**src/design/aes_pkg.sv**
```systemverilog
// AES-256 package: types, constants and byte-level functions shared by the block's modules.
package aes_pkg;

    localparam int RoundCount = 14;
    localparam int RkWords    = 4 * (RoundCount + 1);
    localparam int KeyWords   = 8;
    localparam int RkIdxW     = $clog2(RkWords);
    localparam int RoundW     = $clog2(RoundCount + 1);
    localparam logic [1:0] CfgLast = 2'd3;

    typedef enum logic [2:0] {
        ST_EXPAND,
        ST_IDLE,
        ST_FIRST,
        ST_ROUND,
        ST_LAST,
        ST_DONE
    } aes_state_t;

    typedef struct packed {
        logic key_clear;
        logic key_step;
        logic load;
        logic first;
        logic round;
        logic last;
    } aes_cmd_t;

    typedef struct packed {
        logic key_done;
    } aes_status_t;

    function automatic logic [7:0] xt(input logic [7:0] x);
        xt = {x[6:0], 1'b0} ^ (x[7] ? 8'h1b : 8'h00);
    endfunction

    function automatic logic [7:0] sbox(input logic [7:0] x);
        logic [7:0] t [256];
        t = '{
            8'h63,8'h7c,8'h77,8'h7b,8'hf2,8'h6b,8'h6f,8'hc5,8'h30,8'h01,8'h67,8'h2b,8'hfe,8'hd7,8'hab,8'h76,
            8'hca,8'h82,8'hc9,8'h7d,8'hfa,8'h59,8'h47,8'hf0,8'had,8'hd4,8'ha2,8'haf,8'h9c,8'ha4,8'h72,8'hc0,
            8'hb7,8'hfd,8'h93,8'h26,8'h36,8'h3f,8'hf7,8'hcc,8'h34,8'ha5,8'he5,8'hf1,8'h71,8'hd8,8'h31,8'h15,
            8'h04,8'hc7,8'h23,8'hc3,8'h18,8'h96,8'h05,8'h9a,8'h07,8'h12,8'h80,8'he2,8'heb,8'h27,8'hb2,8'h75,
            8'h09,8'h83,8'h2c,8'h1a,8'h1b,8'h6e,8'h5a,8'ha0,8'h52,8'h3b,8'hd6,8'hb3,8'h29,8'he3,8'h2f,8'h84,
            8'h53,8'hd1,8'h00,8'hed,8'h20,8'hfc,8'hb1,8'h5b,8'h6a,8'hcb,8'hbe,8'h39,8'h4a,8'h4c,8'h58,8'hcf,
            8'hd0,8'hef,8'haa,8'hfb,8'h43,8'h4d,8'h33,8'h85,8'h45,8'hf9,8'h02,8'h7f,8'h50,8'h3c,8'h9f,8'ha8,
            8'h51,8'ha3,8'h40,8'h8f,8'h92,8'h9d,8'h38,8'hf5,8'hbc,8'hb6,8'hda,8'h21,8'h10,8'hff,8'hf3,8'hd2,
            8'hcd,8'h0c,8'h13,8'hec,8'h5f,8'h97,8'h44,8'h17,8'hc4,8'ha7,8'h7e,8'h3d,8'h64,8'h5d,8'h19,8'h73,
            8'h60,8'h81,8'h4f,8'hdc,8'h22,8'h2a,8'h90,8'h88,8'h46,8'hee,8'hb8,8'h14,8'hde,8'h5e,8'h0b,8'hdb,
            8'he0,8'h32,8'h3a,8'h0a,8'h49,8'h06,8'h24,8'h5c,8'hc2,8'hd3,8'hac,8'h62,8'h91,8'h95,8'he4,8'h79,
            8'he7,8'hc8,8'h37,8'h6d,8'h8d,8'hd5,8'h4e,8'ha9,8'h6c,8'h56,8'hf4,8'hea,8'h65,8'h7a,8'hae,8'h08,
            8'hba,8'h78,8'h25,8'h2e,8'h1c,8'ha6,8'hb4,8'hc6,8'he8,8'hdd,8'h74,8'h1f,8'h4b,8'hbd,8'h8b,8'h8a,
            8'h70,8'h3e,8'hb5,8'h66,8'h48,8'h03,8'hf6,8'h0e,8'h61,8'h35,8'h57,8'hb9,8'h86,8'hc1,8'h1d,8'h9e,
            8'he1,8'hf8,8'h98,8'h11,8'h69,8'hd9,8'h8e,8'h94,8'h9b,8'h1e,8'h87,8'he9,8'hce,8'h55,8'h28,8'hdf,
            8'h8c,8'ha1,8'h89,8'h0d,8'hbf,8'he6,8'h42,8'h68,8'h41,8'h99,8'h2d,8'h0f,8'hb0,8'h54,8'hbb,8'h16
        };
        sbox = t[x];
    endfunction

    function automatic logic [7:0] sbox_rev(input logic [7:0] x);
        logic [7:0] t [256];
        t = '{
            8'h52,8'h09,8'h6a,8'hd5,8'h30,8'h36,8'ha5,8'h38,8'hbf,8'h40,8'ha3,8'h9e,8'h81,8'hf3,8'hd7,8'hfb,
            8'h7c,8'he3,8'h39,8'h82,8'h9b,8'h2f,8'hff,8'h87,8'h34,8'h8e,8'h43,8'h44,8'hc4,8'hde,8'he9,8'hcb,
            8'h54,8'h7b,8'h94,8'h32,8'ha6,8'hc2,8'h23,8'h3d,8'hee,8'h4c,8'h95,8'h0b,8'h42,8'hfa,8'hc3,8'h4e,
            8'h08,8'h2e,8'ha1,8'h66,8'h28,8'hd9,8'h24,8'hb2,8'h76,8'h5b,8'ha2,8'h49,8'h6d,8'h8b,8'hd1,8'h25,
            8'h72,8'hf8,8'hf6,8'h64,8'h86,8'h68,8'h98,8'h16,8'hd4,8'ha4,8'h5c,8'hcc,8'h5d,8'h65,8'hb6,8'h92,
            8'h6c,8'h70,8'h48,8'h50,8'hfd,8'hed,8'hb9,8'hda,8'h5e,8'h15,8'h46,8'h57,8'ha7,8'h8d,8'h9d,8'h84,
            8'h90,8'hd8,8'hab,8'h00,8'h8c,8'hbc,8'hd3,8'h0a,8'hf7,8'he4,8'h58,8'h05,8'hb8,8'hb3,8'h45,8'h06,
            8'hd0,8'h2c,8'h1e,8'h8f,8'hca,8'h3f,8'h0f,8'h02,8'hc1,8'haf,8'hbd,8'h03,8'h01,8'h13,8'h8a,8'h6b,
            8'h3a,8'h91,8'h11,8'h41,8'h4f,8'h67,8'hdc,8'hea,8'h97,8'hf2,8'hcf,8'hce,8'hf0,8'hb4,8'he6,8'h73,
            8'h96,8'hac,8'h74,8'h22,8'he7,8'had,8'h35,8'h85,8'he2,8'hf9,8'h37,8'he8,8'h1c,8'h75,8'hdf,8'h6e,
            8'h47,8'hf1,8'h1a,8'h71,8'h1d,8'h29,8'hc5,8'h89,8'h6f,8'hb7,8'h62,8'h0e,8'haa,8'h18,8'hbe,8'h1b,
            8'hfc,8'h56,8'h3e,8'h4b,8'hc6,8'hd2,8'h79,8'h20,8'h9a,8'hdb,8'hc0,8'hfe,8'h78,8'hcd,8'h5a,8'hf4,
            8'h1f,8'hdd,8'ha8,8'h33,8'h88,8'h07,8'hc7,8'h31,8'hb1,8'h12,8'h10,8'h59,8'h27,8'h80,8'hec,8'h5f,
            8'h60,8'h51,8'h7f,8'ha9,8'h19,8'hb5,8'h4a,8'h0d,8'h2d,8'he5,8'h7a,8'h9f,8'h93,8'hc9,8'h9c,8'hef,
            8'ha0,8'he0,8'h3b,8'h4d,8'hae,8'h2a,8'hf5,8'hb0,8'hc8,8'heb,8'hbb,8'h3c,8'h83,8'h53,8'h99,8'h61,
            8'h17,8'h2b,8'h04,8'h7e,8'hba,8'h77,8'hd6,8'h26,8'he1,8'h69,8'h14,8'h63,8'h55,8'h21,8'h0c,8'h7d
        };
        sbox_rev = t[x];
    endfunction

    function automatic logic [31:0] sub_word(input logic [31:0] w);
        sub_word = {sbox(w[31:24]), sbox(w[23:16]), sbox(w[15:8]), sbox(w[7:0])};
    endfunction

endpackage

```
**src/design/aes_ctrl.sv**
```systemverilog
// AES-256 controller: sequences key expansion and the rounds of one item.
module aes_ctrl (
    input  logic                clk,
    input  logic                rst_n,
    input  logic                cfg_write,
    output logic                cfg_ready,
    input  logic                in_valid,
    output logic                in_ready,
    output logic                out_valid,
    input  logic                out_ready,
    input  aes_pkg::aes_status_t status,
    output aes_pkg::aes_cmd_t   cmd
);
    import aes_pkg::*;

    aes_state_t state_reg, state_next;
    logic [RoundW-1:0] cnt_reg, cnt_next;

    always_ff @(posedge clk or negedge rst_n)
    begin
        if (!rst_n)
        begin
            state_reg <= ST_EXPAND;
            cnt_reg   <= '0;
        end
        else
        begin
            state_reg <= state_next;
            cnt_reg   <= cnt_next;
        end
    end

    always_comb
    begin
        state_next = state_reg;
        cnt_next   = cnt_reg;
        cmd        = '0;
        cfg_ready  = 1'b0;
        in_ready   = 1'b0;
        out_valid  = 1'b0;
        case (state_reg)
            ST_EXPAND:
            begin
                cfg_ready = 1'b1;
                if (cfg_write)
                    cmd.key_clear = 1'b1;
                else
                begin
                    cmd.key_step = 1'b1;
                    if (status.key_done)
                        state_next = ST_IDLE;
                end
            end
            ST_IDLE:
            begin
                cfg_ready = 1'b1;
                in_ready  = !cfg_write;
                if (cfg_write)
                begin
                    cmd.key_clear = 1'b1;
                    state_next    = ST_EXPAND;
                end
                else if (in_valid)
                begin
                    cmd.load   = 1'b1;
                    state_next = ST_FIRST;
                end
            end
            ST_FIRST:
            begin
                cmd.first  = 1'b1;
                cnt_next   = RoundW'(1);
                state_next = ST_ROUND;
            end
            ST_ROUND:
            begin
                cmd.round = 1'b1;
                cnt_next  = cnt_reg + 1'b1;
                if (cnt_reg == RoundW'(RoundCount - 1))
                    state_next = ST_LAST;
            end
            ST_LAST:
            begin
                cmd.last   = 1'b1;
                state_next = ST_DONE;
            end
            ST_DONE:
            begin
                out_valid = 1'b1;
                in_ready  = out_ready;
                if (out_ready)
                begin
                    if (in_valid)
                    begin
                        cmd.load   = 1'b1;
                        state_next = ST_FIRST;
                    end
                    else
                        state_next = ST_IDLE;
                end
            end
            default:
                state_next = ST_IDLE;
        endcase
    end

endmodule

```
**config.mk**
```make
export PLATFORM = sky130hd
export DESIGN_NAME = aes_ctrl
export DESIGN_NICKNAME = d
export VERILOG_FILES = /design/src/design/aes_pkg.sv /design/src/design/aes_ctrl.sv
export SDC_FILE = /design/constraint.sdc
export NUM_CORES = 1
export LEC_CHECK = 0
export ABC_CLOCK_PERIOD_IN_PS = 1100
export BUFFER_PORTS_ARGS = -buffer_cell sky130_fd_sc_hd__buf_2
export CORE_AREA = 2 2 39 41
export CTS_BUF_LIST = sky130_fd_sc_hd__clkbuf_2 sky130_fd_sc_hd__clkbuf_4 sky130_fd_sc_hd__clkbuf_8
export CTS_CLUSTER_SIZE = 30
export DETAILED_ROUTE_END_ITERATION = 16
export DIE_AREA = 0 0 41 43
export PLACE_DENSITY = 0.74
export SLEW_MARGIN = 20
export SYNTH_ARGS = -nofsm -noshare
export SYNTH_HDL_FRONTEND = slang
export SYNTH_SLANG_ARGS = --single-unit
```
**constraint.sdc**
```tcl
create_clock -name clk -period 1.1 [get_ports clk]
set_input_delay 0.055 -clock clk [delete_from_list [all_inputs] [get_ports clk]]
set_output_delay 0.055 -clock clk [all_outputs]
set_load 0.03 [all_outputs]
```
### Word level (Yosys, flattened, before mapping)

Index checks and enable logic that the tools add are counted.

| storage, ports and cells | value |
|---|---|
| bits in registers | 7 |
| latch bits | 0 |
| RAM bits | 0 |
| ROM bits | 0 |
| input port bits | 6 |
| memories kept | 0 |

| operators by class | value |
|---|---|
| add/subtract/negate cells | 1 |
| $mul | 0 |
| divide/modulo/power cells | 0 |
| magnitude comparators | 0 |
| eq/ne operators | 11 |
| shift-type cells | 0 |
| mux-type cells | 23 |
| bitwise gates (word level) | 0 |
| reduce and logical (&&, ||, !) cells | 5 |

Operators with widths:

| kind | number |
|---|---|
| $mux 3 | 6 |
| $pmux 3 s6 | 1 |
| $mux 1 | 12 |
| $ne 2x2->1 const B | 4 |
| $pmux 4 s2 | 1 |
| $eq 3x2->1 const B | 2 |
| $eq 3x3->1 const B | 2 |
| $reduce_and 5->1 | 1 |
| $add 4x1->4 const B | 1 |
| $eq 4x4->1 const B | 1 |
| $pmux 1 s2 | 2 |
| $eq 3x1->1 const B | 1 |
| $logic_not 3->1 | 1 |
| $ne 3x3->1 const B | 1 |
| $mux 2 | 1 |
| $reduce_bool 2->1 | 1 |
| $reduce_or 2->1 | 1 |
| $logic_not 1->1 | 1 |

### Longest topological paths before layout

| logic depth | value |
|---|---|
| word-level depth | 3 |
| gate-level depth with buffers | 5 |
| depth with buffers taken out | 5 |

### Least setup slack after synthesis

Ideal clock, no wire load.

| timing path | value |
|---|---|
| path kind | reg2out |
| start | reg state_reg[1] |
| end | out cmd[4] (netlist name) |
| arrival time | 1.601 ns |
| slack | -0.556 ns |
| stages on the path, launching flop included | 3 |
| cells stage by stage | dfrtp_1 > buf_2 > nor4_1 |

RTL lines:

| item | line | text |
|---|---|---|
| start, declared | aes_ctrl.sv:16 | `aes_state_t state_reg, state_next;` |
| start signal, assigned | aes_ctrl.sv:28 | `state_reg <= state_next;` |
| end, declared | aes_ctrl.sv:12 | `output aes_pkg::aes_cmd_t cmd` |

==> results.yml <==
run_status:
  outcome: "complete, but fails checks"
  violations: "setup timing"
worst_setup_path:
  critPathKind: "flip-flop to output port"
  r2r_end: "state_reg[0]"
  crit_required_ns: 1.04
  reg2reg_from: "state_reg[2]"
  critical_path_buf_inv_count: 1
  crit_slowest_cell: "dfrtp_2"
  critPathTopFamily: "flip-flops"
  path_cells: "and2b_4 > a2111oi_4 > and2_4 > buf_6"
  endpoint_kind: "output port"
  reg2reg_slack_ns: -0.23
  arrival_ns: 1.46
  cp.depth: 4
  reg2regPathDepth: 5
  cp-start-kind: "flip-flop"
  crit_fanout: 4
  critPathMaxStageDelay_ns: 0.43
finish:
  fin_util_pct: 68.4
  finalNetCount: 94
  areaGrowthSynthToFinish_pct: 98.9
  drive_gt1_share_pct: 72.9
  n_antenna_cell: 0
  largest_register_ffs: 4
clock_network:
  clk_path_buf_depth: 2
  cts.sinks: 7
  path_clk_slew_ns: 0.05
  worstSkewPairLatency_ns: 0.25
  root_buffer: "clkbuf_4"
  ctsHtreeMaxLevel: 1
  tritoncts: "built"
  cts_buffers: 3
synth:
  yosysMostFrequentCell: "dfrtp_1"
  yosys_most_used_dff: "dfrtp_1"
  syn_inst: 52
  yosys-top-cells-area: "dfrtp_1 37%, a2111oi_4 5.8%, ha_1 5.3%"
  seq_area_frac_synth_pct: 36.8
  synth_commonest_cells: "7 x dfrtp_1, 4 x nor3_1, 4 x o21ai_0"
  synth_top_area_share_pct: 36.8
  synth.distinct_cells: 26
  synth-edff-count: 0
  synth_nets: 60
  ys_async_sr_fraction_pct: 100
  synth_warnings: 0
  synthesis.area_um2: 475
  avgSynthCellArea_um2: 9.14
  synth_largest_area_cell: "dfrtp_1"
  synth_seq_cells: 7
floorplanning:
  die_x_um: 41
  rows: 14
  die_area_um2: 1760
  core-area_um2: 1380
  die_h_um: 43
  start_util_pct: 34.4
  io_pins: 15
pwr:
  p_leak_nw: 0.418
  netSwitchingPower_mw: 1.15
  ir_drop_v: 0.00151
  comb_power_share_pct: 69.3
  sw_frac_of_total_pct: 45.3
  seq_power_share_pct: 20.6
  power.density_nw_per_um2: 2670
  p_clk_share_pct: 10.1
  p_int_mw: 1.38
routing:
  vias_per_cell: 5.40
  initialDrtViolationCount: 12
  ant_nets: 0
  wl_um: 1700
  drtPass1Iterations: 4
  drc_errors: 0
  wl_per_cell_um: 16.8
  vias: 545
sta:
  rsz0062_at_grt: "yes"
  finalHoldViolCount: 0
  worst_pin_slew_ns: 0.351
  slew_viol_final: 0
  worst_hold_slack_ns: 0.0926
  fmax_mhz: 661
  final.period_utilization_pct: 137
  max-slew-margin-rel_pct: 76.0
  skew_ns: 0.00443
  setup_viol: 16
  fin_ws_ns: -0.412
  period_minus_slack_ns: 1.51
global_route:
  antenna_found_initial: 0
  grt_pass1_wl_um: 2170
  overflow: 0
  grt_usage_pct: 18.8
  grt_pass1_vias: 471
  grt_max_degree: 9
min_path:
  whs_endpoint: "state_reg[1]"
  min_from: "in_valid"
  holdPathStages: 2
  hold_path.class: "input pin to flip-flop"
place:
  place.gp.congestion: 0.768
  io_buffers: 14
  dp_slack_ns: -0.180
  dp_hpwl_um: 931
run:
  maxCapViolCount: 0
power by group through the flow:
stage | Combinational [mW] | Clock, mW | Sequential, mW
CTS | 1.28 | 0.260 | 0.497
global route | 1.87 | 0.285 | 0.534
finish | 1.75 | 0.255 | 0.521
global placement | 0.999 | 0 | 0.480
detailed placement | 1.03 | 0 | 0.487
floorplan | 0.698 | 0 | 0.488
per-layer routing:
layer | up-vias | global-route usage, % | routed length, um
met1 | 265 | 22.9 | 592
met5 | - | 0 | 0
met4 | 0 | 10.7 | 59
met3 | 6 | 3.14 | 55
met2 | 18 | 29.4 | 990
li1 | 256 | - | -
worst max-delay path by stage:
stage / startpoint / to / slack, ns
3_5_place_dp: state_reg[2] / cmd[3] / -0.18
2_1_floorplan: state_reg[0] / cmd[3] / -0.34
5_1_grt: state_reg[2] / cmd[3] / -0.47
6_report: state_reg[2] / cmd[3] / -0.41
3_3_place_gp: state_reg[2] / cmd[3] / -0.14
4_1_cts: state_reg[2] / cmd[3] / -0.38
per-stage QoR:
step	std cells	cell area (um2)	power (mW)	TNS [ns]
detailed placement	89	646	1.51	-1.50
CTS	98	797	2.04	-3.53
floorplan	52	504	1.19	-1.84
global placement	89	646	1.48	-1.04
global route	101	946	2.69	-4.44
finish	101	946	2.53	-3.59
timing repair:
action / in CTS / in global routing
setup endpoints to repair: 16 / 16
hold endpoints to repair: 7 / 0
buffers inserted: 5 / 4
pin swaps: 6 / 9
resized for setup: 25 / 30
hold buffers: 1 / 0
layout make-up:
class / count / area [um2]
well taps: 16 / 20.0
repair buffers: 32 / 284
fillers: 99 / 438
inverters: 5 / 18.8
multi-input cells: 37 / 415
clock buffers: 4 / 30.0
flip-flops and latches: 7 / 178
worst register-to-register path, stage by stage (launching register included):
cell	delay, ns
dfrtp_2	0.43
and2b_4	0.19
buf_4	0.13
buf_4	0.12
o31ai_2	0.22
a21oi_1	0.10
logic make-up (layout without fill, tap and decap cells):
kind of cell | count (synthesis) | after routing | synth area share, %
AND/OR/NAND/NOR | 19 | 19 | 21.8
AO/OA/AOI/OAI | 14 | 14 | 24.7
buffers and inverters | 8 | 41 | 7.10
flip-flops | 7 | 7 | 36.8
adder cells (fa/ha/maj) | 2 | 2 | 5.26
multiplexers | 2 | 2 | 4.21
cell usage in the layout (no fill, tap or decap), drive strengths merged, types with 2 or more instances in the layout:
master	synthesis	routed
buf	3	31
dfrtp	7	7
inv	5	5
clkbuf	0	4
nor3	4	4
o21ai	4	4
nor2	3	3
nand2	3	3
mux2i	2	2
a2111oi	2	2
nand2b	2	2
nor3b	2	2
o31ai	2	2
ha	2	2
Power figures use the tool's default switching activity.
